$ cat src/assert_macros.svh
// Assertion macros shared by the console writer RTL.
`ifndef ASSERT_MACROS_SVH
`define ASSERT_MACROS_SVH

// Check a property on every clock edge outside reset.
`define MCTW_ASSERT(label, prop, msg) \
    label: assert property (@(posedge i_clk) disable iff (!i_rst_n) (prop)) else $error(msg);

// Check a property on every clock edge, reset included.
`define MCTW_ASSERT_ALWAYS(label, prop, msg) \
    label: assert property (@(posedge i_clk) (prop)) else $error(msg);

`endif

$ cat src/mctw_pkg.sv
// Shared types, codes and defaults of the multi-console text writer.
package mctw_pkg;

    localparam int CONSOLE_COUNT_DEF = 3;
    localparam int ROW_CELLS_DEF     = 80;
    localparam int VISIBLE_ROWS_DEF  = 25;
    localparam int TOTAL_CELLS_DEF   = 16384;

    localparam int OP_W       = 2;
    localparam int IDX_W      = 2;
    localparam int CHAR_W     = 8;
    localparam int ATTR_W     = 8;
    localparam int CELL_OUT_W = 14;
    localparam int CFG_DATA_W = 13;
    localparam int CFG_IDX_W  = 1;

    localparam int IN_DATA_W  = 16;
    localparam int IN_USER_W  = 2;
    localparam int OUT_DATA_W = 64;
    localparam int OUT_USER_W = 2;

    localparam logic [CHAR_W-1:0] CODE_NEWLINE   = 8'd10;
    localparam logic [CHAR_W-1:0] CODE_BACKSPACE = 8'd8;
    localparam logic [CHAR_W-1:0] CODE_SPACE     = 8'd32;

    localparam logic [ATTR_W-1:0] ATTR_RESET = 8'd7;

    localparam logic [CFG_IDX_W-1:0] CFG_CHAR_ATTR    = 1'b0;
    localparam logic [CFG_IDX_W-1:0] CFG_FIRST_CURSOR = 1'b1;

    typedef enum logic [OP_W-1:0] {
        OP_WRITE_CHAR  = 2'd0,
        OP_SCROLL_UP   = 2'd1,
        OP_SCROLL_DOWN = 2'd2,
        OP_SELECT      = 2'd3
    } t_op;

    typedef enum logic [2:0] {
        ST_IDLE,
        ST_LOAD,
        ST_EXEC,
        ST_NL,
        ST_SCROLL,
        ST_DONE
    } t_state;

endpackage

$ cat src/mctw_ram.sv
// Generic single-port-write, registered-read RAM.
module mctw_ram #(
    parameter int WIDTH = 8,
    parameter int DEPTH = 4,
    parameter int AW    = (DEPTH > 1) ? $clog2(DEPTH) : 1
) (
    input  logic             i_clk,
    input  logic             i_we,
    input  logic [AW-1:0]    i_waddr,
    input  logic [WIDTH-1:0] i_wdata,
    input  logic             i_re,
    input  logic [AW-1:0]    i_raddr,
    output logic [WIDTH-1:0] o_rdata
);

    logic [WIDTH-1:0] r_mem [DEPTH];
    logic [WIDTH-1:0] r_rdata;

    always_ff @(posedge i_clk) begin
        if (i_we) begin
            r_mem[i_waddr] <= i_wdata;
        end
        if (i_re) begin
            r_rdata <= r_mem[i_raddr];
        end
    end

    assign o_rdata = r_rdata;

endmodule

$ cat src/multi_console_text_writer_core.sv
// Multi-console text writer: cursor, erase and scroll control for split text video memory.
// Each accepted beat reads the target console's cursor and view start from a small state
// RAM (registered read); an in-range beat updates them and writes them back before the next
// beat is taken. A scroll or select beat runs the load, execute and done steps; a character
// write, newline and backspace included, adds a scroll step, repeated per row the view
// scrolls to catch the cursor; a newline that moves to the next row adds a row-multiply
// step. A beat naming a console beyond the count goes straight to the done step and returns
// an all-zero result. A result that waits holds its beat in the done step until the result
// register frees up. The result register lets the next beat enter while a result waits.
// Console state after reset comes from per-entry valid bits, so no clearing pass runs.
module multi_console_text_writer_core #(
    parameter int CONSOLE_COUNT = mctw_pkg::CONSOLE_COUNT_DEF,
    parameter int ROW_CELLS     = mctw_pkg::ROW_CELLS_DEF,
    parameter int VISIBLE_ROWS  = mctw_pkg::VISIBLE_ROWS_DEF,
    parameter int TOTAL_CELLS   = mctw_pkg::TOTAL_CELLS_DEF
) (
    input  logic                             i_clk,
    input  logic                             i_rst_n,
    input  logic                             i_cfg_wr_en,
    input  logic [mctw_pkg::CFG_IDX_W-1:0]   i_cfg_index,
    input  logic [mctw_pkg::CFG_DATA_W-1:0]  i_cfg_data,
    input  logic                             i_s_axis_tvalid,
    output logic                             o_s_axis_tready,
    // console_index [1:0], char_code [9:2], zero [15:10]
    input  logic [mctw_pkg::IN_DATA_W-1:0]   i_s_axis_tdata,
    // operation [1:0]
    input  logic [mctw_pkg::IN_USER_W-1:0]   i_s_axis_tuser,
    output logic                             o_m_axis_tvalid,
    input  logic                             i_m_axis_tready,
    // mem_cell [13:0], mem_char [21:14], mem_attr [29:22], cursor_position [43:30],
    // display_start [57:44], zero [63:58]
    output logic [mctw_pkg::OUT_DATA_W-1:0]  o_m_axis_tdata,
    // mem_write [0], display_update [1]
    output logic [mctw_pkg::OUT_USER_W-1:0]  o_m_axis_tuser
);

    import mctw_pkg::*;

    `include "assert_macros.svh"

    localparam int REGION_CELLS = TOTAL_CELLS / CONSOLE_COUNT;
    localparam int SCREEN_CELLS = ROW_CELLS * VISIBLE_ROWS;
    localparam int CW           = $clog2(TOTAL_CELLS + SCREEN_CELLS + 1);
    localparam int OFF_W        = $clog2(REGION_CELLS);
    localparam int AW           = (CONSOLE_COUNT > 1) ? $clog2(CONSOLE_COUNT) : 1;
    localparam int MUL_S        = OFF_W + $clog2(ROW_CELLS);
    localparam longint MUL_M    = ((64'd1 << MUL_S) + ROW_CELLS - 1) / ROW_CELLS;
    localparam int MW           = OFF_W + 1;
    localparam int PW           = OFF_W + MW;

    t_state               r_state, n_state;
    t_op                  r_op, n_op;
    logic [IDX_W-1:0]     r_idx, n_idx;
    logic [CHAR_W-1:0]    r_ch, n_ch;
    logic                 r_in_range, n_in_range;
    logic [CW-1:0]        r_cur, n_cur;
    logic [CW-1:0]        r_vs, n_vs;
    logic [CW-1:0]        r_org, n_org;
    logic [CW-1:0]        r_end, n_end;
    logic                 r_wr, n_wr;
    logic [CW-1:0]        r_cell, n_cell;
    logic [CHAR_W-1:0]    r_mch, n_mch;
    logic [PW-1:0]        r_prod, n_prod;
    logic [IDX_W-1:0]     r_active, n_active;

    logic [ATTR_W-1:0]        r_attr;
    logic [CW-1:0]            r_first;
    logic [CONSOLE_COUNT-1:0] r_cur_vld;
    logic [CONSOLE_COUNT-1:0] r_vs_vld;

    logic                  r_out_vld, n_out_vld;
    logic [OUT_DATA_W-1:0] r_out_data, n_out_data;
    logic [OUT_USER_W-1:0] r_out_user, n_out_user;

    logic                 w_accept;
    logic                 w_in_idx_ok;
    logic [AW-1:0]        w_raddr;
    logic [AW-1:0]        w_addr;
    logic [2*CW-1:0]      w_rdata;
    logic [2*CW-1:0]      w_wdata;
    logic                 w_we;
    logic [CW-1:0]        w_org;
    logic [CW-1:0]        w_screen_end;
    logic                 w_below;
    logic                 w_room;
    logic                 w_can_load;
    logic [OFF_W-1:0]     w_quot;
    logic [CW-1:0]        w_cfg_cur;

    assign o_s_axis_tready = (r_state == ST_IDLE);
    assign w_accept        = i_s_axis_tvalid && o_s_axis_tready;
    assign w_in_idx_ok     = (int'(i_s_axis_tdata[IDX_W-1:0]) < CONSOLE_COUNT);
    assign w_raddr         = AW'(i_s_axis_tdata[IDX_W-1:0]);
    assign w_addr          = AW'(r_idx);
    assign w_org           = CW'(r_idx) * CW'(REGION_CELLS);
    assign w_screen_end    = r_vs + CW'(SCREEN_CELLS);
    assign w_below         = (r_cur >= w_screen_end);
    assign w_room          = (w_screen_end < r_end);
    assign w_can_load      = !r_out_vld || i_m_axis_tready;
    assign w_quot          = OFF_W'(r_prod >> MUL_S);
    assign w_wdata         = {r_vs, r_cur};
    assign w_we            = (r_state == ST_DONE) && w_can_load && r_in_range;
    assign w_cfg_cur       = CW'(i_cfg_data);

    mctw_ram #(
        .WIDTH (2 * CW),
        .DEPTH (CONSOLE_COUNT),
        .AW    (AW)
    ) u_state_ram (
        .i_clk   (i_clk),
        .i_we    (w_we),
        .i_waddr (w_addr),
        .i_wdata (w_wdata),
        .i_re    (w_accept),
        .i_raddr (w_raddr),
        .o_rdata (w_rdata)
    );

    always_comb begin
        n_state = r_state;
        unique case (r_state)
            ST_IDLE: begin
                if (w_accept) begin
                    n_state = w_in_idx_ok ? ST_LOAD : ST_DONE;
                end
            end
            ST_LOAD: begin
                n_state = ST_EXEC;
            end
            ST_EXEC: begin
                if (r_op == OP_WRITE_CHAR) begin
                    if ((r_ch == CODE_NEWLINE) && (r_cur + CW'(ROW_CELLS) < r_end)) begin
                        n_state = ST_NL;
                    end else begin
                        n_state = ST_SCROLL;
                    end
                end else begin
                    n_state = ST_DONE;
                end
            end
            ST_NL: begin
                n_state = ST_SCROLL;
            end
            ST_SCROLL: begin
                if (!(w_below && w_room)) begin
                    n_state = ST_DONE;
                end
            end
            ST_DONE: begin
                if (w_can_load) begin
                    n_state = ST_IDLE;
                end
            end
            default: begin
                n_state = ST_IDLE;
            end
        endcase
    end

    always_comb begin
        n_op       = r_op;
        n_idx      = r_idx;
        n_ch       = r_ch;
        n_in_range = r_in_range;
        n_cur      = r_cur;
        n_vs       = r_vs;
        n_org      = r_org;
        n_end      = r_end;
        n_wr       = r_wr;
        n_cell     = r_cell;
        n_mch      = r_mch;
        n_prod     = r_prod;
        n_active   = r_active;
        n_out_vld  = r_out_vld;
        n_out_data = r_out_data;
        n_out_user = r_out_user;
        if (r_out_vld && i_m_axis_tready) begin
            n_out_vld = 1'b0;
        end
        unique case (r_state)
            ST_IDLE: begin
                if (w_accept) begin
                    n_op       = t_op'(i_s_axis_tuser[OP_W-1:0]);
                    n_idx      = i_s_axis_tdata[IDX_W-1:0];
                    n_ch       = i_s_axis_tdata[IDX_W +: CHAR_W];
                    n_in_range = w_in_idx_ok;
                    n_wr       = 1'b0;
                end
            end
            ST_LOAD: begin
                n_org = w_org;
                n_end = w_org + CW'(REGION_CELLS);
                if (r_cur_vld[w_addr]) begin
                    n_cur = w_rdata[CW-1:0];
                end else if (r_idx == '0) begin
                    n_cur = r_first;
                end else begin
                    n_cur = w_org;
                end
                n_vs = r_vs_vld[w_addr] ? w_rdata[2*CW-1:CW] : w_org;
            end
            ST_EXEC: begin
                unique case (r_op)
                    OP_WRITE_CHAR: begin
                        if (r_ch == CODE_NEWLINE) begin
                            n_prod = PW'(OFF_W'(r_cur - r_org)) * PW'(MUL_M);
                        end else if (r_ch == CODE_BACKSPACE) begin
                            if (r_cur > r_org) begin
                                n_cur  = r_cur - CW'(1);
                                n_wr   = 1'b1;
                                n_cell = r_cur - CW'(1);
                                n_mch  = CODE_SPACE;
                            end
                        end else begin
                            if (r_cur + CW'(1) < r_end) begin
                                n_cur  = r_cur + CW'(1);
                                n_wr   = 1'b1;
                                n_cell = r_cur;
                                n_mch  = r_ch;
                            end
                        end
                    end
                    OP_SCROLL_UP: begin
                        if (r_vs > r_org) begin
                            n_vs = r_vs - CW'(ROW_CELLS);
                        end
                    end
                    OP_SCROLL_DOWN: begin
                        if (w_room) begin
                            n_vs = r_vs + CW'(ROW_CELLS);
                        end
                    end
                    OP_SELECT: begin
                        n_active = r_idx;
                    end
                endcase
            end
            ST_NL: begin
                n_cur = r_org + CW'(ROW_CELLS) * (CW'(w_quot) + CW'(1));
            end
            ST_SCROLL: begin
                if (w_below && w_room) begin
                    n_vs = r_vs + CW'(ROW_CELLS);
                end
            end
            ST_DONE: begin
                if (w_can_load) begin
                    n_out_vld  = 1'b1;
                    n_out_user = {r_in_range, r_wr};
                    n_out_data = '0;
                    if (r_wr) begin
                        n_out_data[13:0]  = CELL_OUT_W'(r_cell);
                        n_out_data[21:14] = r_mch;
                        n_out_data[29:22] = r_attr;
                    end
                    if (r_in_range) begin
                        n_out_data[43:30] = CELL_OUT_W'(r_cur);
                        n_out_data[57:44] = CELL_OUT_W'(r_vs);
                    end
                end
            end
            default: begin
            end
        endcase
    end

    always_ff @(posedge i_clk) begin
        if (!i_rst_n) begin
            r_state    <= ST_IDLE;
            r_active   <= '0;
            r_out_vld  <= 1'b0;
            r_attr     <= ATTR_RESET;
            r_first    <= '0;
            r_cur_vld  <= '0;
            r_vs_vld   <= '0;
            r_in_range <= 1'b0;
            r_wr       <= 1'b0;
        end else begin
            r_state    <= n_state;
            r_active   <= n_active;
            r_out_vld  <= n_out_vld;
            r_in_range <= n_in_range;
            r_wr       <= n_wr;
            if (w_we) begin
                r_cur_vld[w_addr] <= 1'b1;
                r_vs_vld[w_addr]  <= 1'b1;
            end
            if (i_cfg_wr_en) begin
                priority if (i_cfg_index == CFG_CHAR_ATTR) begin
                    r_attr <= i_cfg_data[ATTR_W-1:0];
                end else if (i_cfg_index == CFG_FIRST_CURSOR) begin
                    r_first      <= (w_cfg_cur >= CW'(REGION_CELLS)) ?
                                    CW'(REGION_CELLS - 1) : w_cfg_cur;
                    r_cur_vld[0] <= 1'b0;
                end
            end
        end
    end

    always_ff @(posedge i_clk) begin
        r_op       <= n_op;
        r_idx      <= n_idx;
        r_ch       <= n_ch;
        r_cur      <= n_cur;
        r_vs       <= n_vs;
        r_org      <= n_org;
        r_end      <= n_end;
        r_cell     <= n_cell;
        r_mch      <= n_mch;
        r_prod     <= n_prod;
        r_out_data <= n_out_data;
        r_out_user <= n_out_user;
    end

    assign o_m_axis_tvalid = r_out_vld;
    assign o_m_axis_tdata  = r_out_data;
    assign o_m_axis_tuser  = r_out_user;

    `MCTW_ASSERT(a_active_range, int'(r_active) < CONSOLE_COUNT, "bad active console")
    `MCTW_ASSERT(a_load_from_done, $rose(o_m_axis_tvalid) |-> $past(r_state == ST_DONE), "bad load")
    `MCTW_ASSERT(a_scroll_bounds, (r_state == ST_SCROLL) |-> (r_vs >= r_org && r_cur < r_end), "bounds")
    `MCTW_ASSERT_ALWAYS(a_write_in_range, w_we |-> r_in_range, "state write for an ignored console")

endmodule
$ cat config.mk
export PLATFORM = sky130hd
export DESIGN_NAME = multi_console_text_writer_core
export DESIGN_NICKNAME = d
export VERILOG_FILES = /design/src/mctw_pkg.sv /design/src/mctw_ram.sv /design/src/multi_console_text_writer_core.sv
export VERILOG_INCLUDE_DIRS = /design/src /design/src/src
export SDC_FILE = /design/constraint.sdc
export NUM_CORES = 1
export LEC_CHECK = 0
export BUFFER_PORTS_ARGS = -buffer_cell sky130_fd_sc_hd__buf_2
export CAP_MARGIN = 40
export CELL_PAD_IN_SITES_DETAIL_PLACEMENT = 1
export CELL_PAD_IN_SITES_GLOBAL_PLACEMENT = 1
export CORE_ASPECT_RATIO = 1.75
export CORE_MARGIN = 5
export CORE_UTILIZATION = 40
export CTS_BUF_LIST = sky130_fd_sc_hd__clkbuf_4 sky130_fd_sc_hd__clkbuf_8
export DETAILED_ROUTE_END_ITERATION = 7
export PLACE_DENSITY = 0.72
export SYNTH_ARGS = -nofsm -noshare
export SYNTH_HDL_FRONTEND = slang
export SYNTH_SLANG_ARGS = --single-unit
$ cat constraint.sdc
create_clock -name i_clk -period 17.7 [get_ports i_clk]
set_input_delay 2.655 -clock i_clk [delete_from_list [all_inputs] [get_ports i_clk]]
set_output_delay 2.655 -clock i_clk [all_outputs]
set_load 0.01 [all_outputs]
### Word-level counts from Yosys, hierarchy flattened

Memory sizes are Yosys's and may differ from the RTL's. A register that Yosys moved wholly into a read port is not among the register bits.
Cells that the tools add are included.

* word-level logic and storage cells: 145
* input bits: 37
* RAM bits: 90
* output and inout port bits: 68
* memories kept: 1
* register bits after elaboration: 214

Memories
* u_state_ram.r_mem: depth 3, bits a word 30, rd ports 1, clocked after memory_dff 1, write ports 1, RTL line mctw_ram.sv:16 `logic [WIDTH-1:0] r_mem [DEPTH];`

* equality and inequality tests: 21
* reductions and logical operators: 26
* bitwise operators: 4
* order comparisons: 10
* multipliers: 3
* muxes and demuxes: 48
* add/sub/neg operators: 10

Operators by type and width (count)
* $mux 15: 11
* $pmux 15 s3: 2
* $lt 15x15->1: 3
* $add 15x7->15 const B: 2
* $gt 15x15->1: 2
* $pmux 15 s2: 1
* $mux 14: 2
* $mul 13x12->25 const B: 1
* $mux 8: 3
* $mux 3: 6
* $pmux 3 s6: 1
* $mux 1: 17
* $eq 8x4->1 const B: 2
* $add 15x1->15 const B: 1
* $add 15x11->15 const B: 1
* $add 15x13->15 const B: 1
* $add 15x15->15: 1
* $ge 15x15->1: 1
* $mul 2x13->15 const B: 1
* $reduce_and 5->1: 3
* $sub 15x1->15 const B: 1
* $sub 15x7->15 const B: 1
* $ge 13x13->1 const B: 1
* $mux 13: 1
* 30 further kinds: 56

### Depth between registers and ports, before layout

Gate-level depths: netlist (run 1).

* depth after elaboration: 8
* depth in mapped cells: 28
* depth with buffers taken out: 27

### Cells and area by module

A second synthesis (run 1) with hierarchy kept.

* cells, all modules: 1699
* area, all modules: 18425.2 um2

By module, submodules not included
* multi_console_text_writer_core: times used 1, cells each 1475, sequential area each 4774.6 um2, area each 14128.6 um2
* mctw_ram: times used 1, cells each 224, sequential area each 3603.5 um2, area each 4296.6 um2

### Worst setup path before layout (run 1)

Ideal clock, no wire load.

* path type: input-to-reg
* start: input i_m_axis_tready
* end: memory u_state_ram.r_mem[0][0] (netlist name) (enable)
* required time: 17.308 ns
* library setup time: 0.392 ns
* path buffers: 0
* arrival time: 6.401 ns
* slack: 10.908 ns
* stages on the path: 3
* cell sequence: nor2b_1 -> nor2_1 -> and3_1

* longest elaborated chain between the ends: 5

Ends and longest elaborated chain
* start, declared: RTL line multi_console_text_writer_core.sv:29 `input logic i_m_axis_tready,`
* $logic_or 1x1->1: RTL line multi_console_text_writer_core.sv:99 `assign w_can_load = !r_out_vld || i_m_axis_tready;`
* $logic_and 1x1->1 (2 in series): RTL line multi_console_text_writer_core.sv:102 `assign w_we = (r_state == ST_DONE) && w_can_load && r_in_range;`
* $mux 1: RTL line mctw_ram.sv:20 `if (i_we) begin`
* $mux 1 (implied by the code): RTL line mctw_ram.sv:21 `r_mem[i_waddr] <= i_wdata;`
* end, declared: RTL line mctw_ram.sv:16

No other way between the ends.

### Final worst setup path (run 1)

* start: register r_org[12]
* end: register r_prod[26] (data pin)

* longest elaborated chain between the ends: 2

Ends and longest elaborated chain
* start, declared: RTL line multi_console_text_writer_core.sv:58 `logic [CW-1:0] r_org, n_org;`
* start signal, assigned: RTL line multi_console_text_writer_core.sv:306 `r_org <= n_org;`
* $sub 13x13->13: RTL line multi_console_text_writer_core.sv:206 `n_prod = PW'(OFF_W'(r_cur - r_org)) * PW'(MUL_M);`
* $mul 13x12->25: RTL line multi_console_text_writer_core.sv:206
* end signal, assigned: RTL line multi_console_text_writer_core.sv:310 `r_prod <= n_prod;`
* end, declared: RTL line multi_console_text_writer_core.sv:63 `logic [PW-1:0] r_prod, n_prod;`

No other way between the ends.
A chain may end at the register's enable or synchronous reset.

==> run metrics, run 1 <==
result of the run finished, final reports clean; Crit Path Category reg -> reg; data required time of the worst path around 18 ns; Ports 105; detailed placement HPWL 38820 um; clk_skew between 0.02 and 0.03 ns; clock buffers created by TritonCTS 43; number of buffers inserted by hold repair at cts 0; number of standard cells after synthesis roughly 1700; final max-slew violation count 0; clock-pin slew reported for the worst setup and hold paths after clock tree synthesis 0.07 ns; ratio of cells with drive above 1 in the final layout 12.37%; mean instance size in the synthesized netlist roughly 11 um^2; final wirelength roughly 51000 um; floorplan die width between 150 and 200 um; vertical die dimension roughly 290 um; upper clock frequency limit approximately 130 MHz; largest area contributor in the netlist sky130_fd_sc_hd__edfxtp_1; class of the most critical hold timing path reg -> reg; top sig layer met4; CTS tree built; average wire length per cell after detail routing approximately 21 um; final cycle utilization of the critical path ~44%; count of input and output buffers 92; CTS H-tree lvls 2; pin slew with the least headroom to its limit ~0.93 ns; area of the die between 50000 and 60000 um^2; Seq/Total Area, Yosys around 45%; buffers inserted during post-CTS setup optimization 0; wire length of the first global-routing pass 79760 um; largest net degree at the start of global routing between 60 and 70; share of the synthesized area in the top cell type a little over two fifths; crit path time final roughly 8 ns; count of unresolved DRC violations after routing 0; Core ar. around 46000 um^2; post-CTS sizing 0; maximum fanout along the worst path 12; final setup vio count 0; final sum of negative setup slack 0 ns; top_reg_cell synth sky130_fd_sc_hd__edfxtp_1; DR vias 13140; routed length on met1 18270 um; source-to-sink clock delay at the later pin of the worst-skew pair slightly below 0.6 ns; violation count after the first detailed-routing iteration 536; met3 layer wire length in the routed design 1539 um; number of distinct library cell variants in the gate-level netlist after synthesis just under 80; Async SR Flop Fraction 0%; Final Net Count between 2000 and 2500; Max Cap Violations 0; initial antenna violation count 1; total iterations of the first detailed-routing run 5; Via-to-Cell Ratio around 5.5; fill cell count between 5000 and 6000; number of synthesized flops with an enable pin 257; starting utilization of the core area between 40% and 50%; number of failing hold endpoints at the final stage 0; area overhead of the layout relative to synthesis 11.07%; Netlist Area Pre-Place between 15000 and 20000 um^2; worst path buffer plus inverter count 6; critical-path cell with the highest stage delay sky130_fd_sc_hd__edfxtp_1; Routed met2 length approximately 29000 um; count of yosys warnings during synthesis 0; CP delay by family, top adder cells; largest stage delay on the critical path roughly 0.82 ns; buffer levels on the longest clock path 3; all-layer global routing usage between 20% and 30%; element type at the critical path end register; most area-consuming cells after synthesis sky130_fd_sc_hd__edfxtp_1, sky130_fd_sc_hd__ha_1, sky130_fd_sc_hd__fa_1; final weighted congestion in routability-driven placement between 0.8 and 0.9; placement row count approximately 100; worst relative slew slack 37.62%; Worst path most repeated cell sky130_fd_sc_hd__inv_1; final global-route overflow total 0; data arrival time at the worst-slack endpoint just over 8 ns; Root Driver sky130_fd_sc_hd__clkbuf_8; total of flip-flops plus latches after synthesis 290; setup repair after global routing missed its margin false; number of sinks driven by the clock tree 290; post-detailed-route count of antenna-violating nets 0; element type at the critical path start register; vias in the first global route between 10000 and 15000
state kept, by name, indices dropped and copies added (netlist names), 7 cells and up:
signal and flops:
r_prod 7, r_cur 15, r_first 13, r_mch 8, r_ch 8, o_m_axis_tdata 58
u_state_ram.r_mem 90, r_vs 15, u_state_ram.o_rdata 30, r_cell 14, r_attr 8
metal layers:
| layer | vias up | global-route usage [%] |
|---|---|---|
| li1 | 6185 | - |
| met1 | 6545 | 20.78 |
| met2 | 281 | 39.89 |
| met3 | 130 | 2.124 |
| met4 | 0 | 9.094 |
| met5 | - | 0 |
cells by family (layout without fill, tap and decap cells):
family	Yosys count	after routing	synth area share (%)
adder cells (fa/ha/maj)	248	248	18.63
multiplexers	39	39	2.119
other	1	7	0.02035
buffers and inverters	220	345	4.652
AO/OA/AOI/OAI	320	320	11.29
flip-flops	290	290	45.47
XOR/XNOR	117	117	5.562
AND/OR/NAND/NOR	446	446	12.26
cells in the mapped netlist (31+ instances only):
cell type and instances:
sky130_fd_sc_hd__edfxtp_1 257, sky130_fd_sc_hd__ha_1 204, sky130_fd_sc_hd__nand2_1 144, sky130_fd_sc_hd__inv_1 139
sky130_fd_sc_hd__a21oi_1 96, sky130_fd_sc_hd__nor2_1 79, sky130_fd_sc_hd__o21ai_0 76, sky130_fd_sc_hd__and2_1 70
sky130_fd_sc_hd__xnor2_1 69, sky130_fd_sc_hd__clkbuf_1 61, sky130_fd_sc_hd__xor2_1 48, sky130_fd_sc_hd__fa_1 44
sky130_fd_sc_hd__a21o_1 41, sky130_fd_sc_hd__mux2i_1 39, sky130_fd_sc_hd__dfxtp_1 33, sky130_fd_sc_hd__nand3_1 31
final cells by class:
cell class / instances / area (um^2) / area share, %
diodes: 1 / 2.502 / 0.01223
repair buffers: 125 / 733.2 / 3.583
well taps: 583 / 729.5 / 3.564
clock buffers: 58 / 716.9 / 3.503
clock inverters: 21 / 146.4 / 0.7153
multi-input cells: 1176 / 9229 / 45.10
flip-flops and latches: 290 / 8378 / 40.94
inverters: 141 / 529.3 / 2.586
tightest hold or removal path: cells and delay by family, from the launching register on:
family | cells | cell delay (ns)
flip-flops | 1 | 0.30
AND/OR/NAND/NOR | 1 | 0.05
AO/OA/AOI/OAI | 1 | 0.05
cell usage in the layout, fill, tap and decap left out, drive strengths merged, types with 4 or more instances in the layout:
| master | count |
|---|---|
| buf | 125 |
| nor4 | 6 |
| o221a | 6 |
| clkinv | 17 |
| a22o | 6 |
| and3 | 15 |
| or2 | 4 |
| xor2 | 48 |
| nand3 | 31 |
| nand4 | 26 |
| a211oi | 14 |
| dfxtp | 33 |
| a22oi | 10 |
| nor3b | 4 |
| o22ai | 4 |
| and2 | 71 |
| nand2b | 11 |
| a211o | 4 |
| fa | 44 |
| ha | 204 |
| a2111oi | 5 |
| o211ai | 8 |
| a21o | 41 |
| or3 | 6 |
| o21ai | 79 |
| clkbuf | 58 |
| edfxtp | 257 |
| mux2i | 39 |
| inv | 142 |
| xnor2 | 69 |
| nor2b | 16 |
| o21a | 10 |
| nor3 | 23 |
| o21bai | 4 |
| a21oi | 96 |
| conb | 6 |
| nand2 | 144 |
| a221oi | 5 |
| nor2 | 79 |
metrics by stage:
step	hold WS (ns)	utilization [%]	std cells	worst slack, ns	cell area (um^2)
floorplan	0.4317	-	1686	10.91	18440
global placement	0.4398	42.62	2308	9.793	19520
detailed placement	0.4441	42.79	2315	9.940	19600
CTS	0.4535	44.67	2394	9.869	20460
global route	0.4854	44.68	2395	9.352	20460
finish	0.4491	44.68	2395	9.889	20460
final timing paths:
check | from | endpoint | slack (ns) | depth (start not counted)
setup / recovery | r_org[12] | r_prod[26] | 9.89 | 25
hold / removal | r_attr[7] | r_attr[7] | 0.45 | 2
setup reg to reg | r_org[12] | r_prod[26] | 9.89 | 25
hold reg to reg | r_attr[7] | r_attr[7] | 0.45 | 2
Power of run 1 is not shown: default switching activity piles up to over one toggle a cycle in this logic, so the estimate is an artifact.
==> run 2: changes to the inputs <==
Clock period 17.7 ns to 7.6 ns, I/O delays scaled along.
==> run metrics, run 2 (synthesis results as in run 1) <==
result of the run finished, final reports clean; average wire length per cell after detail routing 21.43 um (+0.63%); starting utilization of the core area 40.23% (unchanged); highest-count cells in the layout ignoring fill and taps sky130_fd_sc_hd__edfxtp_1, sky130_fd_sc_hd__ha_1, sky130_fd_sc_hd__nand2_1; class of the most critical hold timing path reg -> reg; CTS H-tree lvls 2 (unchanged); crit path time final 7.186 ns (-0.6244 ns); element type at the critical path end register; final setup vio count 0 (unchanged); number of sinks driven by the clock tree 290 (unchanged); post-detailed-route count of antenna-violating nets 0 (unchanged); wire length of the first global-routing pass 80090 um (+0.41%); element type at the critical path start register; all-layer global routing usage 20.31% (+0.10 points); setup repair after global routing missed its margin false; total area of sequential cells 8378 um^2 (unchanged); vias in the first global route 14620 (+0.39%); largest reg by FF count u_state_ram.r_mem; upper clock frequency limit 139.2 MHz (+8.7%); flip-flop count of the largest register after layout 90 (unchanged); vertical die dimension 293.9 um (unchanged); final cycle utilization of the critical path 94.56% (+50 points); final weighted congestion in routability-driven placement 0.9089 (+1.3%); Ports 105 (unchanged); violation count after the first detailed-routing iteration 645 (+20%); clock-pin slew reported for the worst setup and hold paths after clock tree synthesis 0.07 ns (about the same); largest stage delay on the critical path 0.65 ns (-0.17 ns); area overhead of the layout relative to synthesis 11.78%; initial antenna violation count 1 (unchanged); placement row count 104 (unchanged); count of input and output buffers 92 (unchanged); final wirelength 51570 um (+1.1%); final max-slew violation count 0 (unchanged); multi-input combinational cell area 9229 um^2 (unchanged); pin slew with the least headroom to its limit 0.9544 ns (+0.02287 ns); Finished Core Util 44.97% (+0.29 points); number of cells after detailed placement 2327 (+0.52%); maximum fanout along the worst path 10 (-2); floorplan die width 172.2 um (unchanged); largest net degree at the start of global routing 64 (unchanged); buffer levels on the longest clock path 3 (unchanged); clock buffers created by TritonCTS 43 (unchanged); number of failing hold endpoints at the final stage 0 (unchanged); data arrival time at the worst-slack endpoint 7.55 ns (-0.62 ns); fill cell count 5067 (+1.2%); DR vias 13390 (+1.9%); Final Net Count 2077 (+0.73%); clk_skew 0.04826 ns (+0.02120 ns); most common cell after layout, fill and taps aside sky130_fd_sc_hd__edfxtp_1; critical-path cell with the highest stage delay sky130_fd_sc_hd__edfxtp_1; Crit Path Category reg -> reg; final sum of negative setup slack 0 ns (unchanged); Worst path most repeated cell sky130_fd_sc_hd__fa_1; ratio of cells with drive above 1 in the final layout 13.33% (+0.96 points); final global-route overflow total 0 (unchanged); detailed placement HPWL 39020 um (+0.53%); total iterations of the first detailed-routing run 5 (unchanged); CTS tree built; non-filler cells in the finished layout 2407 (+0.50%); Core ar. 45800 um^2 (unchanged); Via-to-Cell Ratio 5.561 (+1.4%); worst relative slew slack 36.09% (-1.5 points); data required time of the worst path 7.97 ns (-10.09 ns); Max Cap Violations 0 (unchanged); source-to-sink clock delay at the later pin of the worst-skew pair 0.59 ns (about the same); Root Driver sky130_fd_sc_hd__clkbuf_8; count of unresolved DRC violations after routing 0 (unchanged); area of the die 50620 um^2 (unchanged)
[run 2: cell types whose count changed in the layout (fill, tap and decap cells not counted), sizes merged]
cell / before / now
clkinv: 17 / 10
buf: 125 / 140
clkinvlp: 2 / 3
inv: 142 / 141
clkbuf: 58 / 62
[run 2: critical path, delay by kind of cell, from the launching register on]
| family | cells | cell delay [ns] |
|---|---|---|
| fa+ha+maj | 7 | 3.18 |
| compound gates | 9 | 1.97 |
| buf+inv | 7 | 0.76 |
| flops | 1 | 0.65 |
| simple gates | 1 | 0.18 |
| mux | 1 | 0.15 |
| xor+xnor | 1 | 0.09 |
[run 2: layout make-up]
class / instances / area share, %
well taps: 583 / 3.542
flip-flops and latches: 290 / 40.68
repair buffers: 140 / 4.070
clock buffers: 62 / 3.779
diodes: 1 / 0.01215
multi-input cells: 1176 / 44.81
inverters: 141 / 2.588
clock inverters: 14 / 0.5224
[run 2: path summary, 6_finish.rpt]
path,startpoint,endpoint,slack [ns],depth (start not counted)
max reg2reg,r_org[13],r_prod[26],0.41,26
min reg2reg,r_attr[6],r_attr[6],0.46,2
max,r_org[13],r_prod[26],0.41,26
min,r_attr[6],r_attr[6],0.46,2
[run 2: metal layers]
layer | GRT usage [%] | vias to the layer above | routed length (um)
met1 | 21.39 | 6705 | 18510
li1 | - | 6208 | -
met2 | 39.68 | 340 | 28790
met4 | 9.133 | 0 | 2387
met5 | 0 | - | 0
met3 | 1.935 | 133 | 1888
[run 2: stage by stage]
stage / cell area, um^2 / hold WS (ns) / setup WS (ns)
after detailed placement: 19680 / 0.4472 / 0.3394
after global routing: 20600 / 0.4764 / 0.02519
after floorplan: 18440 / 0.4317 / 1.131
after CTS: 20570 / 0.4567 / 0.3035
after global placement: 19630 / 0.4387 / 0.5180
final: 20600 / 0.4553 / 0.4136
[run 2: what timing repair did]
action | in CTS | in global routing
hold buffers | 0 | 0
gates resized for setup | 0 | 1
endpoints found under the setup margin | 0 | 2
buffers inserted | 0 | 3
Power of run 2 is left out for the same reason.
